**src/sv/ats_pkg.sv**
```systemverilog
// ----------------------------------------------------------------------------
// ats_pkg
// Shared constants and types for the alias table sampler.
// ----------------------------------------------------------------------------
package ats_pkg;

    localparam int MAX_ENTRIES_DEF = 256;
    localparam int WEIGHT_BITS_DEF = 32;

    // operation codes
    localparam logic OP_LOAD = 1'b0;
    localparam logic OP_DRAW = 1'b1;

    // report kinds
    localparam logic KIND_BUILD = 1'b0;
    localparam logic KIND_DRAW  = 1'b1;

    // status codes
    localparam logic [1:0] ST_OK       = 2'd0;
    localparam logic [1:0] ST_NO_TABLE = 2'd1;
    localparam logic [1:0] ST_ZERO     = 2'd2;
    localparam logic [1:0] ST_DROPPED  = 2'd3;

    // controller to datapath commands
    typedef struct packed {
        logic load_wr;     // write weight at entry_count, add to total
        logic clear_set;   // reset count/total/flags
        logic mark_ovf;    // set overflow flag
        logic b_init;      // start build init pass: i = 0
        logic b_init_rd;   // read scaled[i]
        logic b_init_wr;   // scale, classify, write
        logic b_pair_rd;   // read work_list[k], work_list[lp]
        logic b_pair_rd2;  // read scaled[a], scaled[b]
        logic b_pair_wr;   // alias[a]=b, scaled[b]-=..
        logic b_done;      // table ready
        logic d_mul;       // p = u * n
        logic d_rd;        // read scaled/alias at bin, f * S
        logic d_mul2;      // hold the read at bin
        logic report;      // emit a result
        logic rep_kind;
        logic [1:0] rep_status;
        logic rep_pick;    // use draw pick as index
    } t_cmd;

    // datapath to controller status
    typedef struct packed {
        logic table_ready;
        logic set_full;      // entry_count == MAX
        logic total_zero;
        logic overflow;
        logic init_last;     // i == n-1
        logic pair_go;       // small>0 && lp<n && n>1
        logic pair_stop;     // after step: lp>=n or k+1 reached n-1
        logic count_zero;
    } t_stat;

endpackage

```
**src/sv/ats_ctrl.sv**
```systemverilog
// ----------------------------------------------------------------------------
// ats_ctrl
// Sequencer for loads, the table build and draws.
// ----------------------------------------------------------------------------
module ats_ctrl
    import ats_pkg::*;
(
    input  logic  i_clk,
    input  logic  i_rst_n,
    input  logic  i_start,
    input  logic  i_operation,
    input  logic  i_last,
    input  t_stat i_stat,
    output logic  o_busy,
    output t_cmd  o_cmd
);
    typedef enum logic [10:0] {
        S_IDLE   = 11'b000_0000_0001,
        S_LOAD   = 11'b000_0000_0010,
        S_IRD    = 11'b000_0000_0100,
        S_IWR    = 11'b000_0000_1000,
        S_PRD    = 11'b000_0001_0000,
        S_PRD2   = 11'b000_0010_0000,
        S_PWR    = 11'b000_0100_0000,
        S_DMUL   = 11'b000_1000_0000,
        S_DRD    = 11'b001_0000_0000,
        S_DMUL2  = 11'b010_0000_0000,
        S_DOUT   = 11'b100_0000_0000
    } t_state;

    t_state r_state, n_state;
    logic   r_last, n_last;

    always_ff @(posedge i_clk) begin
        if (!i_rst_n) begin
            r_state <= S_IDLE;
            r_last  <= 1'b0;
        end else begin
            r_state <= n_state;
            r_last  <= n_last;
        end
    end

    assign o_busy = (r_state != S_IDLE);

    // next state and commands
    always_comb begin
        n_state = r_state;
        n_last  = r_last;
        o_cmd   = '0;
        unique case (r_state)
            S_IDLE: begin
                if (i_start) begin
                    n_last = i_last;
                    if (i_operation == OP_LOAD) begin
                        n_state = S_LOAD;
                    end else if (!i_stat.table_ready || i_stat.count_zero) begin
                        o_cmd.report     = 1'b1;
                        o_cmd.rep_kind   = KIND_DRAW;
                        o_cmd.rep_status = ST_NO_TABLE;
                    end else begin
                        n_state = S_DMUL;
                    end
                end
            end
            S_LOAD: begin
                // set state was already cleared if a table existed (see datapath)
                if (i_stat.set_full) begin
                    o_cmd.mark_ovf = 1'b1;
                end else begin
                    o_cmd.load_wr = 1'b1;
                end
                n_state = S_IDLE;
                if (r_last) begin
                    n_state = S_IRD;
                    o_cmd.b_init = 1'b1;
                end
            end
            S_IRD: begin
                // totals updated; decide on zero total
                if (i_stat.total_zero) begin
                    o_cmd.report     = 1'b1;
                    o_cmd.rep_kind   = KIND_BUILD;
                    o_cmd.rep_status = ST_ZERO;
                    o_cmd.clear_set  = 1'b1;
                    n_state          = S_IDLE;
                end else begin
                    o_cmd.b_init_rd = 1'b1;
                    n_state         = S_IWR;
                end
            end
            S_IWR: begin
                o_cmd.b_init_wr = 1'b1;
                if (i_stat.init_last) begin
                    n_state = S_PRD;
                end else begin
                    n_state = S_IWR;
                    o_cmd.b_init_rd = 1'b1;
                end
            end
            S_PRD: begin
                if (i_stat.pair_go) begin
                    o_cmd.b_pair_rd = 1'b1;
                    n_state         = S_PRD2;
                end else begin
                    o_cmd.b_done     = 1'b1;
                    o_cmd.report     = 1'b1;
                    o_cmd.rep_kind   = KIND_BUILD;
                    o_cmd.rep_status = i_stat.overflow ? ST_DROPPED : ST_OK;
                    n_state          = S_IDLE;
                end
            end
            S_PRD2: begin
                o_cmd.b_pair_rd2 = 1'b1;
                n_state          = S_PWR;
            end
            S_PWR: begin
                o_cmd.b_pair_wr = 1'b1;
                if (i_stat.pair_stop) begin
                    o_cmd.b_done     = 1'b1;
                    o_cmd.report     = 1'b1;
                    o_cmd.rep_kind   = KIND_BUILD;
                    o_cmd.rep_status = i_stat.overflow ? ST_DROPPED : ST_OK;
                    n_state          = S_IDLE;
                end else begin
                    n_state = S_PRD;
                end
            end
            S_DMUL: begin
                o_cmd.d_mul = 1'b1;
                n_state     = S_DRD;
            end
            S_DRD: begin
                o_cmd.d_rd = 1'b1;
                n_state    = S_DMUL2;
            end
            S_DMUL2: begin
                o_cmd.d_mul2 = 1'b1;
                n_state      = S_DOUT;
            end
            S_DOUT: begin
                o_cmd.report     = 1'b1;
                o_cmd.rep_kind   = KIND_DRAW;
                o_cmd.rep_status = ST_OK;
                o_cmd.rep_pick   = 1'b1;
                n_state          = S_IDLE;
            end
            default: begin
                n_state = S_IDLE;
            end
        endcase
    end
endmodule

```
**config.mk**
```make
export PLATFORM = sky130hd
export DESIGN_NAME = ats_ctrl
export DESIGN_NICKNAME = d
export VERILOG_FILES = /design/src/sv/ats_pkg.sv /design/src/sv/ats_ctrl.sv
export SDC_FILE = /design/constraint.sdc
export NUM_CORES = 1
export LEC_CHECK = 0
export BUFFER_PORTS_ARGS = -buffer_cell sky130_fd_sc_hd__buf_2
export CORE_MARGIN = 4
export CORE_UTILIZATION = 50
export CTS_BUF_LIST = sky130_fd_sc_hd__clkbuf_2
export DETAILED_ROUTE_END_ITERATION = 10
export GPL_ROUTABILITY_DRIVEN = 1
export HOLD_SLACK_MARGIN = 0.02
export PLACE_DENSITY_LB_ADDON = 0.25
export RECOVER_POWER = 25
export SLEW_MARGIN = 20
export SYNTH_ARGS = -nofsm -noshare
export SYNTH_HDL_FRONTEND = slang
export SYNTH_SLANG_ARGS = --single-unit
```
**constraint.sdc**
```tcl
create_clock -name i_clk -period 2.4 [get_ports i_clk]
set_input_delay 0 -clock i_clk [delete_from_list [all_inputs] [get_ports i_clk]]
set_output_delay 0 -clock i_clk [all_outputs]
set_load 0.01 [all_outputs]
```
==> reports/results.txt, run 1 <==
largest net degree at the start of global routing = 11
CP Max Fanout = 8
Clock Skew = 0.01124 ns
worst slack at placement = 0.4942 ns
Slew Limit Fails = 0
Synth warnings = 0
first drt pass iteration count = 4
register area share after synthesis = 0.2866
Ports = 32
Max-cap violations = 0
DIE AREA = 2396 um2
GP Congestion = 0.8552
Core Box Area = 1541 um2
CP Buf/Inv Count = 1
Worst Path Required = 2.58 ns
Site Rows = 14
Worst-Skew Late Latency = 0.27 ns
PortBufs = 31
crit-path cells = or4_4, nor3_4, and3_4, mux2i_1, nor2b_1, dlygate4sd3_1
CTS tree = done
Top delay family on crit path = simple AND/OR/NAND/NOR gates
Final Util = 0.6826
clock root cell = clkbuf_2
Worst Path Arrival = 2.46 ns
PwrDens = 407.1 nW/um2
Period Utilization, post-route = 0.9507
share of cells above drive strength 1 = 0.2878
Worst setup SP type = flop
routing usage on met3 = 0.07951
Initial Util = 0.5438
Slowest-stage cell, CP = or4_4
Post-Syn Area = 838.3 um2
Via density = 5.768
grt peak-use layer = met2
H-tree depth = 1
final std cells w/o fill = 155
Syn Inst Count = 105
Die X = 48.95 um
routed wire length = 2277 um
Setup WS post-layout = 0.1184 ns
Clock Path Buffers = 2
overflow left after global routing = 0
overall power = 0.4283 mW
hpwl dp = 1691 um
Leak = 0.5694 nW
worst min-delay path class = in -> reg
synthesized area per cell = 7.984 um2
Synth Register Bits = 12
met1 usage = 0.2177
CP Class = reg -> reg
clock sinks = 12
Period minus WS final = 2.282 ns
# nets final = 153
antenna-violating nets left = 0
Max-slew headroom = 0.6655
Die H = 48.95 um
Setup TNS = 0 ns
vias in the first global route = 818
Final setup viols = 0
gr usage total = 0.1932
Crit. Startpoint = r_state[6]$_SDFFE_PN0P_
DRC = 0
Mapped Nets = 118
total placed cells including tap cells = 145
drt wl/cell = 14.69 um
Iteration-0 DRC Markers = 27
Ant. Diodes = 0
RSZ-0062 raised after global routing = false
outcome = finished clean
hold path start = i_stat[1]
global-route wire length before repair = 3698 um
Hold Fails Final Rpt = 0
fraction of registers with async set/reset = 0
worst slew pin tran = 0.4971 ns
EDFF count, synth = 0
Crit. End Element = flop
max incr delay on CP = 0.56 ns
Max VDD drop = 0.4034 mV
clock transition at the registers of the reported paths = 0.13 ns
Top FF cell, synth = dfxtp_1
DR vias = 894
initial antenna violation count = 0
CTS buffer count = 3
top achievable clock speed = 438.3 MHz
M2 GR Usage = 0.3196
RR Startpoint = r_state[6]$_SDFFE_PN0P_
Synth-to-Final Area Change = 25.52%
Netlist cell types = 38
[per-stage QoR]
step | hold WS [ns] | cell area [um2]
global placement | 0.2393 | 970.9
floorplan | 0.04641 | 838.3
finish | 0.06996 | 1052
CTS | 0.05255 | 1050
global route | 0.08290 | 1052
detailed placement | 0.2467 | 970.9
[layout by cell type, fill, tap and decap left out, types with 2 or more instances in the layout]
master,instances
and4b_1,3
or4_4,3
and3b_1,2
nand2_1,7
inv_1,7
nand3_1,5
nand2b_1,3
dlygate4sd3_1,6
and3_1,2
buf_2,29
dfxtp_1,12
o211a_1,2
xor2_1,2
mux2i_1,2
clkbuf_2,3
and2_1,2
nor3b_1,2
nand3b_1,2
nor4b_1,2
o21ai_0,3
clkbuf_1,2
nor2_1,15
nor2b_1,4
[cells by family (layout without fill, tap and decap cells)]
| kind of cell | after synthesis | in the layout | share of synthesized area |
|---|---|---|---|
| buffers and inverters | 14 | 48 | 0.08208 |
| AO/OA/AOI/OAI | 15 | 15 | 0.1299 |
| flip-flops | 12 | 12 | 0.2866 |
| AND/OR/NAND/NOR | 60 | 60 | 0.4567 |
| XOR/XNOR | 2 | 2 | 0.02090 |
| multiplexers | 2 | 2 | 0.02388 |
[report_power, final]
| part | total (mW) | switching (mW) | leakage, nW | internal (mW) |
|---|---|---|---|---|
| Combinational | 0.105 | 0.0534 | 0.458 | 0.0518 |
| Clock | 0.106 | 0.0694 | 0.0140 | 0.0362 |
| Sequential | 0.218 | 0.0124 | 0.0972 | 0.205 |
[flip-flops by register name (all words and copies together), names as in the netlist]
name	cells
r_last	1
r_state	11
[final cells by class]
type | count | area (um2)
Clock inverter | 1 | 3.754
Clock buffer | 3 | 15.01
Sequential cell | 12 | 240.2
Fill cell | 138 | 489.2
Timing Repair Buffer | 37 | 212.7
Multi-Input combinational cell | 79 | 534.3
Inverter | 7 | 26.28
Tap cell | 16 | 20.02
[worst paths after layout]
| kind | endpoint | slack (ns) | cells after the start |
|---|---|---|---|
| setup / recovery | r_last$_SDFFE_PN0P_ | 0.12 | 6 |
| hold / removal | r_state[4]$_SDFFE_PN0P_ | 0.07 | 4 |
| setup reg to reg | r_last$_SDFFE_PN0P_ | 0.12 | 6 |
| hold reg to reg | r_state[2]$_SDFFE_PN0P_ | 0.55 | 2 |
[cells in the mapped netlist, drive strengths merged, types with 2 or more instances]
| cell | count | area share |
|---|---|---|
| nor2 | 16 | 0.075 |
| dfxtp | 12 | 0.29 |
| inv | 7 | 0.031 |
| nand2 | 7 | 0.031 |
| nand3 | 5 | 0.030 |
| clkbuf | 4 | 0.018 |
| nor2b | 4 | 0.030 |
| o21ai | 4 | 0.024 |
| and3 | 3 | 0.022 |
| and4b | 3 | 0.036 |
| buf | 3 | 0.033 |
| nand2b | 3 | 0.022 |
| nor4b | 3 | 0.039 |
| or4 | 3 | 0.040 |
| and2 | 2 | 0.015 |
| and3b | 2 | 0.021 |
| mux2i | 2 | 0.024 |
| nand3b | 2 | 0.018 |
| nor3b | 2 | 0.018 |
| nor4 | 2 | 0.030 |
| o211a | 2 | 0.024 |
| xor2 | 2 | 0.021 |
[tightest hold or removal path: stages]
cell and delay, ns:
buf_2 0.11, inv_1 0.05, a22oi_1 0.07, nor2_1 0.08
[per-layer routing]
layer | routed length [um] | up-vias
li1 | - | 442
met1 | 942 | 411
met2 | 1127 | 35
met3 | 163 | 6
met4 | 44 | 0
met5 | 0 | -
[timing repair]
action / CTS / global route
endpoints found under the setup margin: 0 / 1
gates resized for setup: 0 / 2
hold endpoints to repair: 7 / 0
hold buffers: 6 / 0
setup buffers: 0 / 0
(Power assumes the default switching activity.)
==> inputs of run 2 (changes only) <==
ABC_AREA = 1   (was unset)
CORE_UTILIZATION = 49   (was 50)
==> run 2 against run 1 <==
First-iteration DRC count is 11% lower. Combinational power rose by 10%. Global-route usage fell by 1.9 points. Critical path depth increased by 1. Critical path type is now reg -> out.
==> reports/results.txt, run 2 <==
outcome = finished clean (unchanged)
most frequent cells in the layout = 31 x nand2_1, 31 x buf_2, 28 x inv_1 (was 29 x buf_2, 15 x nor2_1, 12 x dfxtp_1)
DRC = 0 (unchanged)
share of cells above drive strength 1 = 0.2807 (was 0.2878)
CP Class = reg -> out (was reg -> reg)
Final setup viols = 0 (unchanged)
Worst-Skew Late Latency = 0.26 ns (was 0.27 ns)
Site Rows = 14 (unchanged)
Crit. Startpoint = r_state[10]$_SDFFE_PN0P_ (was r_state[6]$_SDFFE_PN0P_)
number of fill cells = 150 (was 138)
largest net degree at the start of global routing = 11 (unchanged)
vias in the first global route = 844 (was 818)
Reg with most FFs = r_state (unchanged)
Syn Inst Count = 135 (was 105)
Slew Limit Fails = 0 (unchanged)
worst slew pin tran = 0.6199 ns (was 0.4971 ns)
PortBufs = 31 (unchanged)
Post-CTS Setup Inserts = 0 (unchanged)
Reg area = 240.2 um2 (unchanged)
RR Startpoint = r_state[10]$_SDFFE_PN0P_ (was r_state[6]$_SDFFE_PN0P_)
CTS tree = done (unchanged)
Ports = 32 (unchanged)
RR Endpoint = r_state[4]$_SDFFE_PN0P_ (was r_last$_SDFFE_PN0P_)
Synth warnings = 0 (unchanged)
cell with the most instances after synthesis = nand2_1 (was nor2_1)
EDFF count, synth = 0 (unchanged)
cell taking the most area after synthesis = dfxtp_1 (unchanged)
H-tree depth = 1 (unchanged)
PwrDens = 431.6 nW/um2 (was 407.1 nW/um2)
gr usage total = 0.1739 (was 0.1932)
CP Depth = 7 (was 6)
Top delay family on crit path = simple AND/OR/NAND/NOR gates (unchanged)
footprint of the multi-input gates = 412.9 um2 (was 534.3 um2)
Setup TNS = 0 ns (unchanged)
Iteration-0 DRC Markers = 24 (was 27)
Clock Skew = 0.004037 ns (was 0.01124 ns)
Top FF cell, synth = dfxtp_1 (unchanged)
Post-Syn Area = 824.5 um2 (was 838.3 um2)
Initial Util = 0.5349 (was 0.5438)
first drt pass iteration count = 5 (was 4)
Worst Path Required = 2.40 ns (was 2.58 ns)
clock sinks = 12 (unchanged)
Clock Path Buffers = 2 (unchanged)
CTS buffer count = 3 (unchanged)
DR vias = 925 (was 894)
max incr delay on CP = 0.40 ns (was 0.56 ns)
overflow left after global routing = 0 (unchanged)
Period Utilization, post-route = 0.7886 (was 0.9507)
fraction of registers with async set/reset = 0 (unchanged)
CP Max Fanout = 5 (was 8)
drt wl/cell = 10.99 um (was 14.69 um)
crit-path most repeated cell = nand3_1
register area share after synthesis = 0.2914 (was 0.2866)
Synth-to-Final Area Change = 21.70% (was 25.52%)
crit path capture = o_cmd[4] (was r_last$_SDFFE_PN0P_)
worst slack at placement = 1.129 ns (was 0.4942 ns)
Netlist cell types = 23 (was 38)
routed wire length = 2056 um (was 2277 um)
Mapped Nets = 148 (was 118)
clock transition at the registers of the reported paths = 0.13 ns (about the same)
R2R setup slack = 0.68 ns (was 0.12 ns)
share of the synthesized area in the top cell type = 0.2914 (was 0.2866)
Post-synth top cells = 30 x nand2_1, 28 x inv_1, 17 x nor2_1, 13 x nand3_1, 12 x dfxtp_1 (was 15 x nor2_1, 12 x dfxtp_1, 7 x inv_1, 7 x nand2_1, 5 x nand3_1)
RSZ-0062 raised after global routing = false (unchanged)
DIE AREA = 2403 um2 (was 2396 um2)
top achievable clock speed = 528.4 MHz (was 438.3 MHz)
Hold Fails Final Rpt = 0 (unchanged)
Synth Register Bits = 12 (unchanged)
CP Buf/Inv Count = 1 (unchanged)
Slowest-stage cell, CP = nor2_1 (was or4_4)
GP Congestion = 0.8381 (was 0.8552)
Via density = 4.947 (was 5.768)
Max-cap violations = 0 (unchanged)
largest registers = r_state: 11 flops, r_last: 1 flops (unchanged)
Die H = 49.02 um (was 48.95 um)
synth top area cells = dfxtp_1 29%, nand2_1 14%, inv_1 13% (was dfxtp_1 29%, nor2_1 6.7%, or4_4 4.0%)
crit-path cells = nor2_2, nand2_4, nor2_1, nand3_1, nand3_1, or2_1, buf_2 (was or4_4, nor3_4, and3_4, mux2i_1, nor2b_1, dlygate4sd3_1)
synthesized area per cell = 6.108 um2 (was 7.984 um2)
worst min-delay path class = in -> reg (unchanged)
Period minus WS final = 1.893 ns (was 2.282 ns)
Worst setup SP type = flop (unchanged)
Core Box Area = 1541 um2 (unchanged)
Setup WS post-layout = 0.5074 ns (was 0.1184 ns)
Die X = 49.02 um (was 48.95 um)
Max-slew headroom = 0.5840 (was 0.6655)
Worst Path Arrival = 1.89 ns (was 2.46 ns)
Post-CTS Resized = 0 (unchanged)
hpwl dp = 1690 um (was 1691 um)
reg2reg path depth = 8 (was 6)
antenna-violating nets left = 0 (unchanged)
# nets final = 185 (was 153)
WHS = 0.02932 ns (was 0.06996 ns)
Max VDD drop = 0.2628 mV (was 0.4034 mV)
Crit. End Element = primary output (was flop)
global-route wire length before repair = 3429 um (was 3698 um)
Ant. Diodes = 0 (unchanged)
clock root cell = clkbuf_2 (unchanged)
number of flip-flops in the largest register = 11 (unchanged)
Leak = 0.6788 nW (was 0.5694 nW)
hold path start = i_stat[5] (was i_stat[1])
overall power = 0.4331 mW (was 0.4283 mW)
initial antenna violation count = 0 (unchanged)
## run 2: where the power goes
| group | switching (mW) | internal [mW] | total (mW) |
|---|---|---|---|
| registers | 0.00473 | 0.207 | 0.211 |
| logic | 0.0752 | 0.0406 | 0.116 |
| clock network | 0.0699 | 0.0362 | 0.106 |
| total | 0.150 | 0.283 | 0.433 |
## run 2: through the flow
| step | util | instances | instance area, um2 |
|---|---|---|---|
| 2_1_floorplan | - | 135 | 824.5 |
| 3_3_place_gp | 0.6453 | 181 | 994.7 |
| 3_5_place_dp | 0.6453 | 181 | 994.7 |
| 4_1_cts | 0.6705 | 187 | 1033 |
| 5_1_grt | 0.6510 | 187 | 1003 |
| 6_report | 0.6510 | 187 | 1003 |
## run 2: layout make-up
type | count | share of cell area
Multi-Input combinational cell | 87 | 0.4115
Sequential cell | 12 | 0.2394
Inverter | 35 | 0.1359
Clock buffer | 3 | 0.01496
Clock inverter | 1 | 0.003741
Tap cell | 16 | 0.01995
Timing Repair Buffer | 33 | 0.1746
## run 2: kinds of logic (layout without fill, tap and decap cells)
group	after synthesis	in the layout	share of synthesized area
AND/OR/NAND/NOR	80	80	0.4719
AO/OA/AOI/OAI	7	7	0.06525
buffers and inverters	36	72	0.1715
flip-flops	12	12	0.2914
## run 2: how the worst min path moves through the flow
stage / endpoint / slack (ns) / cells past startpoint
2_1_floorplan: o_cmd[17] / 0.05 / 1
3_3_place_gp: r_state[1]$_SDFFE_PN0P_ / 0.20 / 2
3_5_place_dp: r_state[1]$_SDFFE_PN0P_ / 0.20 / 2
4_1_cts: r_state[7]$_SDFFE_PN0P_ / 0.02 / 4
5_1_grt: r_state[7]$_SDFFE_PN0P_ / 0.04 / 4
6_report: r_state[3]$_SDFFE_PN0P_ / 0.03 / 4
## run 2: per-layer routing
metal / vias to the layer above / wire length [um] / global-route usage
met5: - / 0 / 0
met4: 0 / 13 / 0.05381
met3: 2 / 134 / 0.03976
met2: 31 / 1019 / 0.3109
met1: 412 / 889 / 0.2015
li1: 480 / - / -
## run 2: worst register-to-register path, cell delays in order (launching register included)
cell      delay (ns)
dfxtp_1         0.37
nor2_2          0.16
nand2_4         0.07
nor2_1          0.40
nand2_4         0.13
clkinv_4        0.08
o21ai_1         0.22
nand3_1         0.19
inv_2           0.03
## run 2: what timing repair did
item,in CTS,in global routing
endpoints found under the hold margin,2,0
setup endpoints to repair,0,0
hold buffers,2,0
==> inputs of run 3 (changes only) <==
clock period = 1.95 ns   (was 2.4 ns; I/O delays follow)
==> run 3 against run 2 <==
Critical path depth is the same. Highest routed layer unchanged. Routed wire length grew 4.7%. Largest power group unchanged. Die area stayed put. Non-clock buffer count is the same. Worst hold slack got worse by 0.014 ns. Core utilization grew 0.81 points. Clock power rose by 26%. Cell count is the same. Power is 24% higher. Sequential share of layout area decreased by 0.29 points.
==> reports/results.txt, run 3 (same netlist as run 2, synthesis figures left out) <==
clock transition at the registers of the reported paths = 0.12 ns (was 0.13 ns)
clock root cell = clkbuf_2 (unchanged)
Max VDD drop = 0.3696 mV (was 0.2628 mV)
Via density = 5.064 (was 4.947)
hpwl dp = 1708 um (was 1690 um)
number of flip-flops in the largest register = 11 (unchanged)
Ant. Diodes = 0 (unchanged)
global-route wire length before repair = 3581 um (was 3429 um)
share of cells above drive strength 1 = 0.2865 (was 0.2807)
overall power = 0.5381 mW (was 0.4331 mW)
Ports = 32 (unchanged)
outcome = finished clean (unchanged)
drt wl/cell = 11.51 um (was 10.99 um)
H-tree depth = 1 (unchanged)
Period Utilization, post-route = 0.8801
Slew Limit Fails = 0 (unchanged)
most frequent cells in the layout = 31 x nand2_1, 31 x buf_2, 28 x inv_1 (unchanged)
largest registers = r_state: 11 flops, r_last: 1 flops (unchanged)
Core Box Area = 1541 um2 (unchanged)
Leak = 0.6832 nW (was 0.6788 nW)
Hold Fails Final Rpt = 0 (unchanged)
Setup WS post-layout = 0.2339 ns (was 0.5074 ns)
Worst setup SP type = flop (unchanged)
worst slack at placement = 0.6734 ns (was 1.129 ns)
DRC = 0 (unchanged)
initial antenna violation count = 0 (unchanged)
Max-slew headroom = 0.5885 (was 0.5840)
Worst-Skew Late Latency = 0.28 ns (was 0.26 ns)
worst min-delay path class = in -> reg (unchanged)
gr usage total = 0.1833 (was 0.1739)
DR vias = 947 (was 925)
Site Rows = 14 (unchanged)
Reg with most FFs = r_state (unchanged)
GP Congestion = 0.8381 (unchanged)
Clock Skew = 0.0005609 ns (was 0.004037 ns)
number of fill cells = 156 (was 150)
Period minus WS final = 1.716 ns
CP Class = reg -> out (unchanged)
PortBufs = 31 (unchanged)
Clock Path Buffers = 2 (unchanged)
RSZ-0062 raised after global routing = false (unchanged)
Setup TNS = 0 ns (unchanged)
overflow left after global routing = 0 (unchanged)
Worst Path Arrival = 1.72 ns (was 1.89 ns)
worst slew pin tran = 0.6132 ns (was 0.6199 ns)
PwrDens = 529.7 nW/um2 (was 431.6 nW/um2)
DIE AREA = 2403 um2 (unchanged)
# nets final = 185 (unchanged)
vias in the first global route = 880 (was 844)
Die H = 49.02 um (unchanged)
first drt pass iteration count = 4 (was 5)
Worst Path Required = 1.95 ns (was 2.40 ns)
largest net degree at the start of global routing = 11 (unchanged)
Max-cap violations = 0 (unchanged)
CP Max Fanout = 3 (was 5)
Initial Util = 0.5349 (unchanged)
Crit. End Element = primary output (unchanged)
Synth-to-Final Area Change = 23.22% (was 21.70%)
Iteration-0 DRC Markers = 25 (was 24)
CTS tree = done (unchanged)
CTS buffer count = 3 (unchanged)
clock sinks = 12 (unchanged)
Die X = 49.02 um (unchanged)
routed wire length = 2152 um (was 2056 um)
top achievable clock speed = 582.7 MHz
antenna-violating nets left = 0 (unchanged)
Final setup viols = 0 (unchanged)
run 3: worst paths after layout:
check                           depth (start not counted)                      end               startpoint  slack [ns]
worst min-delay path                                    4  r_state[7]$_SDFFE_PN0P_                  i_start        0.02
worst max-delay path                                    7                 o_cmd[4]  r_state[6]$_SDFFE_PN0P_        0.23
worst max register to register                          9  r_state[0]$_SDFFE_PN1P_  r_state[5]$_SDFFE_PN0P_        0.34
worst min register to register                          2      r_last$_SDFFE_PN0P_      r_last$_SDFFE_PN0P_        0.53
run 3: what timing repair did:
item	4_1_cts	5_1_grt
hold buffers	2	0
hold endpoints to repair	2	0
resized for setup	0	0
buffers inserted	0	0
run 3: where the power goes:
part / leakage [nW] / internal [mW] / switching [mW]
clock: 0.0140 / 0.0445 / 0.0897
combinational: 0.572 / 0.0505 / 0.0934
sequential: 0.0973 / 0.254 / 0.00586
total: 0.683 / 0.349 / 0.189
run 3: worst max-delay path, stage by stage (launching register included):
cell and delay (ns):
dfxtp_1 0.34, nor2_1 0.13, nand2_1 0.15, nor2_1 0.27
nand4_1 0.18, nand2_1 0.13, or2_1 0.10, buf_2 0.12
run 3: routing by layer:
layer / up-vias / wire length, um / GRT usage
met2: 38 / 1048 / 0.3261
met1: 427 / 911 / 0.2144
met5: - / 0 / 0
met4: 0 / 34 / 0.05830
met3: 5 / 158 / 0.03976
li1: 477 / - / -
run 3: per-stage QoR:
| step | hold WS, ns | util | instance area (um2) | instances |
|---|---|---|---|---|
| 6_report | 0.01527 | 0.6591 | 1016 | 187 |
| 5_1_grt | 0.04269 | 0.6591 | 1016 | 187 |
| 4_1_cts | 0.02020 | 0.6705 | 1033 | 187 |
| 3_5_place_dp | 0.1983 | 0.6453 | 994.7 | 181 |
| 3_3_place_gp | 0.2031 | 0.6453 | 994.7 | 181 |
| 2_1_floorplan | 0.04753 | - | 824.5 | 135 |
run 3: final cells by class:
type,count,area [um2],area share
clock buffer,3,15.01,0.01478
clock inverter,1,3.754,0.003695
inverter,35,132.6,0.1305
multi-input combinational,87,429.2,0.4224
sequential,12,240.2,0.2365
tap,16,20.02,0.01970
timing repair buffer,33,175.2,0.1724
